==> config.mk <==
export PLATFORM = sky130hd
export DESIGN_NAME = toggle_switch_euler_integrator
export DESIGN_NICKNAME = d
export VERILOG_FILES = /design/src/rtl/core/tsei_pkg.sv /design/src/rtl/core/toggle_switch_euler_integrator.sv
export SDC_FILE = /design/constraint.sdc
export NUM_CORES = 2
export LEC_CHECK = 0
export BUFFER_PORTS_ARGS = -buffer_cell sky130_fd_sc_hd__buf_2
export CORE_MARGIN = 5
export CORE_UTILIZATION = 61
export CTS_CLUSTER_SIZE = 10
export DETAILED_ROUTE_END_ITERATION = 10
export PLACE_DENSITY = 0.79
export SLEW_MARGIN = 20
export SYNTH_ARGS = -nofsm -noshare
export SYNTH_HDL_FRONTEND = slang
export SYNTH_SLANG_ARGS = --single-unit
export TNS_END_PERCENT = 5
==> constraint.sdc <==
create_clock -name clk -period 28.7 [get_ports clk]
set_clock_uncertainty 0.05 [all_clocks]
set_input_delay 4.305 -clock clk [delete_from_list [all_inputs] [get_ports clk]]
set_output_delay 4.305 -clock clk [all_outputs]
set_load 0.1 [all_outputs]
==> src/rtl/core/tsei_pkg.sv <==
package tsei_pkg;

  // Widths of the fields on the ports.
  localparam int FIELD_W = 32;
  localparam int POINTS_W = 16;
  localparam int EXP_W = 4;
  localparam int CFG_IDX_W = 3;

  // Register indexes on the configuration channel.
  localparam logic [CFG_IDX_W-1:0] REG_PRODUCTION_ONE = 3'd0;
  localparam logic [CFG_IDX_W-1:0] REG_PRODUCTION_TWO = 3'd1;
  localparam logic [CFG_IDX_W-1:0] REG_OFFSET_ONE = 3'd2;
  localparam logic [CFG_IDX_W-1:0] REG_OFFSET_TWO = 3'd3;
  localparam logic [CFG_IDX_W-1:0] REG_DECAY_ONE = 3'd4;
  localparam logic [CFG_IDX_W-1:0] REG_DECAY_TWO = 3'd5;
  localparam logic [CFG_IDX_W-1:0] REG_HILL_EXPONENT = 3'd6;

  // Exponent limits and reset value.
  localparam logic [EXP_W-1:0] EXP_MIN = 4'd1;
  localparam logic [EXP_W-1:0] EXP_MAX = 4'd8;
  localparam logic [EXP_W-1:0] EXP_RESET = 4'd2;

  // Sequencer states.
  typedef enum logic [3:0] {
    S_IDLE,
    S_CONC_X,
    S_CONC_Y,
    S_STEP,
    S_POW,
    S_GAIN,
    S_LOSS,
    S_DELTA,
    S_OUT_X,
    S_OUT_Y,
    S_DONE
  } state_t;

endpackage

==> src/rtl/core/toggle_switch_euler_integrator.sv <==
// Forward Euler integrator for a two-gene mutual repression switch.
// Input channel: an item (two amounts, volume, time span, point count) is
// taken at a rising edge where start is high and busy is low. busy stays
// high until the result has been shown.
// Result: final_one, final_two and bad_request are valid for exactly one
// cycle while done is high. The receiver cannot stall the block.
// Configuration: cfg_ready is always high; cfg_valid writes a register.
// Writes must be made only while busy is low; the block does not check.
// Sequence: a bad request (fewer than two points or zero volume) shows its
// result in the cycle right after it is taken. Otherwise each item runs
// through one shared shift-and-add / shift-and-subtract unit (Q16.16 by
// default): three divides, then num_points Euler steps of each species,
// then two multiplies. One Euler step of one species costs (m+1)
// multiplies and one divide. The unit takes a new operation only once the
// last one has finished.
// Throughput: the next item can be taken in the cycle after the strobe.
// Reset: configuration registers return to 1.0 (exponent 2) and the block goes idle.
module toggle_switch_euler_integrator #(
  parameter int FRAC_BITS = 16,
  parameter int WORD_WIDTH = 32
) (
  input  logic                                   clk,
  input  logic                                   rst,
  input  logic                                   start,
  output logic                                   busy,
  input  logic [tsei_pkg::FIELD_W-1:0]           amount_one,
  input  logic [tsei_pkg::FIELD_W-1:0]           amount_two,
  input  logic [tsei_pkg::FIELD_W-1:0]           volume,
  input  logic [tsei_pkg::FIELD_W-1:0]           time_span,
  input  logic [tsei_pkg::POINTS_W-1:0]          num_points,
  output logic                                   done,
  output logic [tsei_pkg::FIELD_W-1:0]           final_one,
  output logic [tsei_pkg::FIELD_W-1:0]           final_two,
  output logic                                   bad_request,
  input  logic                                   cfg_valid,
  output logic                                   cfg_ready,
  input  logic [tsei_pkg::CFG_IDX_W-1:0]         cfg_index,
  input  logic [tsei_pkg::FIELD_W-1:0]           cfg_data
);
  import tsei_pkg::*;

  localparam int W = WORD_WIDTH;
  localparam int F = FRAC_BITS;
  localparam int DW = W + F;
  localparam int CNT_W = $clog2(DW + 1);
  localparam logic [W-1:0] VMAX = {W{1'b1}};
  localparam logic [W-1:0] ONE = W'(1) << F;

  // Configuration registers.
  logic [W-1:0] production_one, production_two, offset_one, offset_two;
  logic [W-1:0] decay_one, decay_two;
  logic [EXP_W-1:0] hill_exponent;

  // Request and working registers.
  state_t state, state_next;
  logic [W-1:0] vol, span, x, y, nx, step, pw, gain, loss;
  logic [W-1:0] a_one, a_two;
  logic [POINTS_W-1:0] pts, iter;
  logic [EXP_W-1:0] k;
  logic sp;

  // Shared arithmetic unit.
  logic u_run, u_fin, u_div, u_dz;
  logic [CNT_W-1:0] u_cnt;
  logic [W-1:0] hi, lo, mcand, rem;
  logic [DW-1:0] dvd, quo;
  logic go, op_div;
  logic [W-1:0] op_a, op_b;
  logic [DW-1:0] op_dvd;
  logic [W-1:0] res;
  logic [W-1:0] op_b_hold;

  // Species-dependent operands.
  logic [W-1:0] cur, rep, prod, offs, decay, den, nv, diff;
  logic [EXP_W-1:0] m_eff;
  logic [W:0] den_sum, up_sum;
  logic [W:0] mul_sum;
  logic [W:0] div_t;
  logic div_ge;
  logic [2*W-1:0] prod_full;
  logic err;

  assign cfg_ready = 1'b1;
  assign busy = (state != S_IDLE);
  assign err = (num_points < POINTS_W'(2)) || (volume == '0);

  // Exponent clamped to its legal range.
  always_comb begin
    if (hill_exponent < EXP_MIN) begin
      m_eff = EXP_MIN;
    end else if (hill_exponent > EXP_MAX) begin
      m_eff = EXP_MAX;
    end else begin
      m_eff = hill_exponent;
    end
  end

  // Operands of the species being updated.
  always_comb begin
    cur = sp ? y : x;
    rep = sp ? x : y;
    prod = sp ? production_two : production_one;
    offs = sp ? offset_two : offset_one;
    decay = sp ? decay_two : decay_one;
    den_sum = {1'b0, offs} + {1'b0, pw};
    den = den_sum[W] ? VMAX : den_sum[W-1:0];
    diff = (gain >= loss) ? (gain - loss) : (loss - gain);
    up_sum = {1'b0, cur} + {1'b0, res};
    if (gain >= loss) begin
      nv = up_sum[W] ? VMAX : up_sum[W-1:0];
    end else begin
      nv = (cur > res) ? (cur - res) : '0;
    end
  end

  // Result of the shared unit, saturated to the word.
  always_comb begin
    prod_full = {hi, lo};
    if (u_div) begin
      res = (u_dz || ((quo >> W) != '0)) ? VMAX : quo[W-1:0];
    end else begin
      res = ((prod_full >> DW) != '0) ? VMAX : prod_full[DW-1:F];
    end
  end

  // One step of the unit: add for multiply, compare and subtract for divide.
  always_comb begin
    mul_sum = {1'b0, hi} + (lo[0] ? {1'b0, mcand} : '0);
    div_t = {rem, dvd[DW-1]};
    div_ge = (div_t >= {1'b0, op_b_hold});
  end

  always_ff @(posedge clk) begin
    if (rst) begin
      u_run <= 1'b0;
      u_fin <= 1'b0;
    end else begin
      u_fin <= 1'b0;
      if (go) begin
        u_run <= 1'b1;
        u_cnt <= '0;
        u_div <= op_div;
        u_dz <= (op_b == '0);
        op_b_hold <= op_b;
        rem <= '0;
        dvd <= op_dvd;
        quo <= '0;
        hi <= '0;
        lo <= op_b;
        mcand <= op_a;
      end else if (u_run) begin
        u_cnt <= u_cnt + CNT_W'(1);
        if (u_div) begin
          dvd <= dvd << 1;
          quo <= {quo[DW-2:0], div_ge};
          rem <= div_ge ? W'(div_t - {1'b0, op_b_hold}) : div_t[W-1:0];
        end else begin
          hi <= mul_sum[W:1];
          lo <= {mul_sum[0], lo[W-1:1]};
        end
        if (u_cnt == (u_div ? CNT_W'(DW - 1) : CNT_W'(W - 1))) begin
          u_run <= 1'b0;
          u_fin <= 1'b1;
        end
      end
    end
  end

  // Next state.
  always_comb begin
    state_next = state;
    case (state)
      S_IDLE: begin
        if (start) state_next = err ? S_DONE : S_CONC_X;
      end
      S_CONC_X: if (u_fin) state_next = S_CONC_Y;
      S_CONC_Y: if (u_fin) state_next = S_STEP;
      S_STEP: if (u_fin) state_next = S_POW;
      S_POW: if (k >= m_eff) state_next = S_GAIN;
      S_GAIN: if (u_fin) state_next = S_LOSS;
      S_LOSS: if (u_fin) state_next = S_DELTA;
      S_DELTA: begin
        if (u_fin) begin
          state_next = (sp && (iter == pts - POINTS_W'(1))) ? S_OUT_X : S_POW;
        end
      end
      S_OUT_X: if (u_fin) state_next = S_OUT_Y;
      S_OUT_Y: if (u_fin) state_next = S_DONE;
      S_DONE: state_next = S_IDLE;
      default: state_next = S_IDLE;
    endcase
  end

  // Launch of the shared unit and the result strobe.
  always_comb begin
    go = 1'b0;
    op_div = 1'b0;
    op_a = '0;
    op_b = '0;
    op_dvd = '0;
    done = (state == S_DONE);
    case (state)
      S_CONC_X: begin
        op_div = 1'b1;
        op_dvd = {a_one, F'(0)};
        op_b = vol;
      end
      S_CONC_Y: begin
        op_div = 1'b1;
        op_dvd = {a_two, F'(0)};
        op_b = vol;
      end
      S_STEP: begin
        op_div = 1'b1;
        op_dvd = DW'(span);
        op_b = W'(pts - POINTS_W'(1));
      end
      S_POW: begin
        op_a = pw;
        op_b = rep;
      end
      S_GAIN: begin
        op_div = 1'b1;
        op_dvd = {prod, F'(0)};
        op_b = den;
      end
      S_LOSS: begin
        op_a = decay;
        op_b = cur;
      end
      S_DELTA: begin
        op_a = step;
        op_b = diff;
      end
      S_OUT_X: begin
        op_a = x;
        op_b = vol;
      end
      S_OUT_Y: begin
        op_a = y;
        op_b = vol;
      end
      default: begin
        op_a = '0;
      end
    endcase
    if ((state != S_IDLE) && (state != S_DONE) && !u_run && !u_fin) begin
      go = (state != S_POW) || (k < m_eff);
    end
  end

  // State and configuration registers.
  always_ff @(posedge clk) begin
    if (rst) begin
      state <= S_IDLE;
      production_one <= ONE;
      production_two <= ONE;
      offset_one <= ONE;
      offset_two <= ONE;
      decay_one <= ONE;
      decay_two <= ONE;
      hill_exponent <= EXP_RESET;
    end else begin
      state <= state_next;
      if (cfg_valid) begin
        case (cfg_index)
          REG_PRODUCTION_ONE: production_one <= W'(cfg_data);
          REG_PRODUCTION_TWO: production_two <= W'(cfg_data);
          REG_OFFSET_ONE: offset_one <= W'(cfg_data);
          REG_OFFSET_TWO: offset_two <= W'(cfg_data);
          REG_DECAY_ONE: decay_one <= W'(cfg_data);
          REG_DECAY_TWO: decay_two <= W'(cfg_data);
          REG_HILL_EXPONENT: hill_exponent <= cfg_data[EXP_W-1:0];
          default: ;
        endcase
      end
    end
  end

  // Working registers of the integration.
  always_ff @(posedge clk) begin
    case (state)
      S_IDLE: begin
        if (start) begin
          a_one <= W'(amount_one);
          a_two <= W'(amount_two);
          vol <= W'(volume);
          span <= W'(time_span);
          pts <= num_points;
          bad_request <= err;
          final_one <= '0;
          final_two <= '0;
        end
      end
      S_CONC_X: if (u_fin) x <= res;
      S_CONC_Y: if (u_fin) y <= res;
      S_STEP: begin
        if (u_fin) begin
          step <= res;
          sp <= 1'b0;
          iter <= '0;
          pw <= y;
          k <= EXP_MIN;
        end
      end
      S_POW: begin
        if (u_fin) begin
          pw <= res;
          k <= k + EXP_W'(1);
        end
      end
      S_GAIN: if (u_fin) gain <= res;
      S_LOSS: if (u_fin) loss <= res;
      S_DELTA: begin
        if (u_fin) begin
          k <= EXP_MIN;
          if (!sp) begin
            nx <= nv;
            sp <= 1'b1;
            pw <= x;
          end else begin
            x <= nx;
            y <= nv;
            sp <= 1'b0;
            pw <= nv;
            iter <= iter + POINTS_W'(1);
          end
        end
      end
      S_OUT_X: if (u_fin) final_one <= FIELD_W'(res);
      S_OUT_Y: if (u_fin) final_two <= FIELD_W'(res);
      default: ;
    endcase
  end

  // The block returns to idle right after showing a result.
  a_done_idle: assert property (@(posedge clk) disable iff (rst)
    done |=> !busy) else $error("busy after result");

  // An accepted item makes the block busy.
  a_start_busy: assert property (@(posedge clk) disable iff (rst)
    (start && !busy) |=> busy) else $error("item not taken");

  // A bad request reports zero amounts.
  a_bad_zero: assert property (@(posedge clk) disable iff (rst)
    (done && bad_request) |-> (final_one == '0 && final_two == '0))
    else $error("bad request with nonzero result");

  // The unit only finishes after running.
  a_fin_run: assert property (@(posedge clk) disable iff (rst)
    u_fin |-> $past(u_run)) else $error("unit finished without running");

  // The unit is never launched while it runs.
  a_no_relaunch: assert property (@(posedge clk) disable iff (rst)
    u_run |-> !go) else $error("unit launched while running");

endmodule
==> reports/results.ini <==
[setup_path]
rr_endpoint = y[31]
criticalPathCategory = in -> reg
arrival_ps = 7540
critPathMaxFanout = 94
reg2reg_slack_ps = 21740
cp-end-kind = register
cp.required_ps = 28950
rr_startpoint = u_div
crit_path_start_kind = input port
r2r_cells = 18

[route]
via_per_inst = 6.59
drc = 0
first_pass_iters = 7
ant_nets = 0
drt-initial-drc-count = 5354
drt_wl_total_um = 169000
num_vias = 42600
wl_per_cell_um = 26.1

[floorplan]
io_pins = 251
fp-row-count = 106
initial_core_util = 0.614
coreArea_um2 = 83400
die_x_um = 300
die_area_um2 = 89900
die_h_um = 300

[worst_hold_path]
hold_path.class = reg -> reg
min_from = decay_one[12]
min_to = decay_one[12]
holdPathStages = 2

[yosys]
synth-seq-area-share = 0.500
synth_edf_count = 718
syn_inst = 5189
dominantRegCellSynth = edfxtp_1
ys_seq_elements = 920
syn_nets = 5610
synth.largest_area_cell = edfxtp_1
synth_area_leaders = edfxtp_1 42%, dfxtp_1 7.9%, nand2_1 5.9%, ha_1 5.6%, a21oi_1 4.1%
synth_top_area_frac = 0.421
ys_async_sr_fraction = 0
yosysWarnings = 0
synth.distinct_cells = 98
synth_area_per_cell_um2 = 9.87
syn_area_um2 = 51200

[sta]
finalHoldViolCount = 0
final_max_slew_viol_count = 0
setup_tns_ps = 0
whs_ps = 402
timing.final.crit_share = 0.254
slew_headroom = 0.0902
tightest_slew_ps = 1350
fmax_ghz = 0.137
period_minus_slack_ps = 7290
rsz0062_at_grt = false
setup_viol = 0

[status]
status = finished clean

[flow_run]
cap_violations = 0

[placed_design]
dp.cells = 6293
dp_hpwl_um = 122000
port_buffers = 249
place_congestion = 1.04

[clock_network]
cts_max_path_buffers = 3
postCtsSetupRepairBufs = 0
numCtsBuffers = 105
cts_tree = built
clock-sinks = 920
cts-resized-gates = 0
cts.hold.buffers_added = 0
cts_htree_levels = 3
clk_latency_ps = 710
clk_pin_slew_ps = 50
root_buffer = clkbuf_16

[global_route]
antenna_found_initial = 14
track_usage = 0.362
grt_pass1_wl_um = 249000
grt-ovfl-total = 0
grt_start_max_net_pins = 111
grt_pass1_vias = 40300

[power]
clkPwrFrac = 0.274
comb_power_share = 0.304
switching_share = 0.356
internal-power_mw = 2.85
cellPowerDensity_nw_per_um2 = 78.4
ir_worst_vdd_mv = 0.0810
seq_power_share = 0.422
p_sw_mw = 1.58
power.leakage_nw = 22.2

[final_layout]
syn_to_final_growth_pct = 10.4
top_regs = dvd: 48 flops, quo: 48 flops
final_cells = 6454
fill_cells = 6372
final_nets = 5742
drive_gt1_frac = 0.121

through the flow:
stage          total power, mW  setup slack (ps)  utilization  instance area (um2)
5_1_grt                   4.61             21150        0.678                56500
4_1_cts                   4.41             21430        0.677                56500
6_report                  4.43             21410        0.678                56500
3_5_place_dp              3.20             20700        0.641                53500
3_3_place_gp              3.16             20770        0.641                53400
2_1_floorplan             2.83             16790            -                51200
cell usage after synthesis (58+ instances only):
library cell  instances
mux2i_1             100
nand3_1              88
a211oi_1             58
edfxtp_1            718
mux2_2              102
inv_1               222
xor2_1               64
a21o_1               79
o21ai_0             315
and2_1               92
nor2_1              391
a21oi_1             415
nor3_1               74
xnor2_1              77
dfxtp_1             202
clkbuf_1            245
a221oi_1            120
nand2_1             802
ha_1                231
placed cells by master (no fill, tap or decap), drive strengths merged, types with 64 or more instances in the layout:
master	instances
a21o	79
mux2i	100
dfxtp	202
mux2	102
ha	231
and2	93
nor2	392
a21oi	419
xor2	64
o21ai	327
inv	225
buf	341
nand2	803
xnor2	77
nand3	88
a221oi	122
edfxtp	718
nor3	75
clkbuf	137
worst max-delay path, cell delays in order:
cell	delay, ps
buf_6	270
nand2b_1	330
inv_2	90
buf_4	630
nor2_1	160
nor2_4	120
buf_4	590
buf_4	880
final cells by class:
cell class | count | area [um2] | share of cell area
Clock inverter | 16 | 229 | 0.00405
Sequential cell | 920 | 25600 | 0.453
Tap cell | 1080 | 1350 | 0.0239
Antenna cell | 7 | 17.5 | 0.000310
Timing Repair Buffer | 341 | 1990 | 0.0352
Inverter | 224 | 846 | 0.0150
Clock buffer | 137 | 2780 | 0.0492
Multi-Input combinational cell | 3729 | 23700 | 0.419
cells by family after synthesis:
| kind of cell | share of synthesized area |
|---|---|
| AND/OR/NAND/NOR | 0.150 |
| AO/OA/AOI/OAI | 0.184 |
| flip-flops | 0.500 |
| buffers and inverters | 0.0411 |
| adder cells (fa/ha/maj) | 0.0592 |
| multiplexers | 0.0420 |
| XOR/XNOR | 0.0241 |
| other | 0.0000732 |
how the worst max path moves through the flow:
stage / from / to / slack (ps) / cells past startpoint
global route: rst / quo[23] / 21150 / 8
CTS: rst / quo[9] / 21430 / 8
finish: rst / quo[20] / 21410 / 8
detailed placement: rst / quo[29] / 20700 / 8
floorplan: rst / dvd[0] / 16790 / 4
global placement: rst / quo[29] / 20770 / 8
routing by layer:
metal / vias to the layer above / routed length [um] / track usage
met1: 20600 / 65200 / 0.481
met5: - / 10 / 0
met4: 2 / 10200 / 0.179
met2: 2253 / 75300 / 0.557
met3: 425 / 17900 / 0.0932
li1: 19300 / - / -
power groups by stage:
| stage | registers [mW] | logic, mW | clock network [mW] |
|---|---|---|---|
| 5_1_grt | 1.88 | 1.45 | 1.28 |
| 6_report | 1.87 | 1.35 | 1.21 |
| 2_1_floorplan | 2.03 | 0.800 | 0 |
| 3_3_place_gp | 1.88 | 1.28 | 0 |
| 4_1_cts | 1.87 | 1.33 | 1.22 |
| 3_5_place_dp | 1.89 | 1.32 | 0 |
Note: power is estimated with default switching activity, not from simulation.
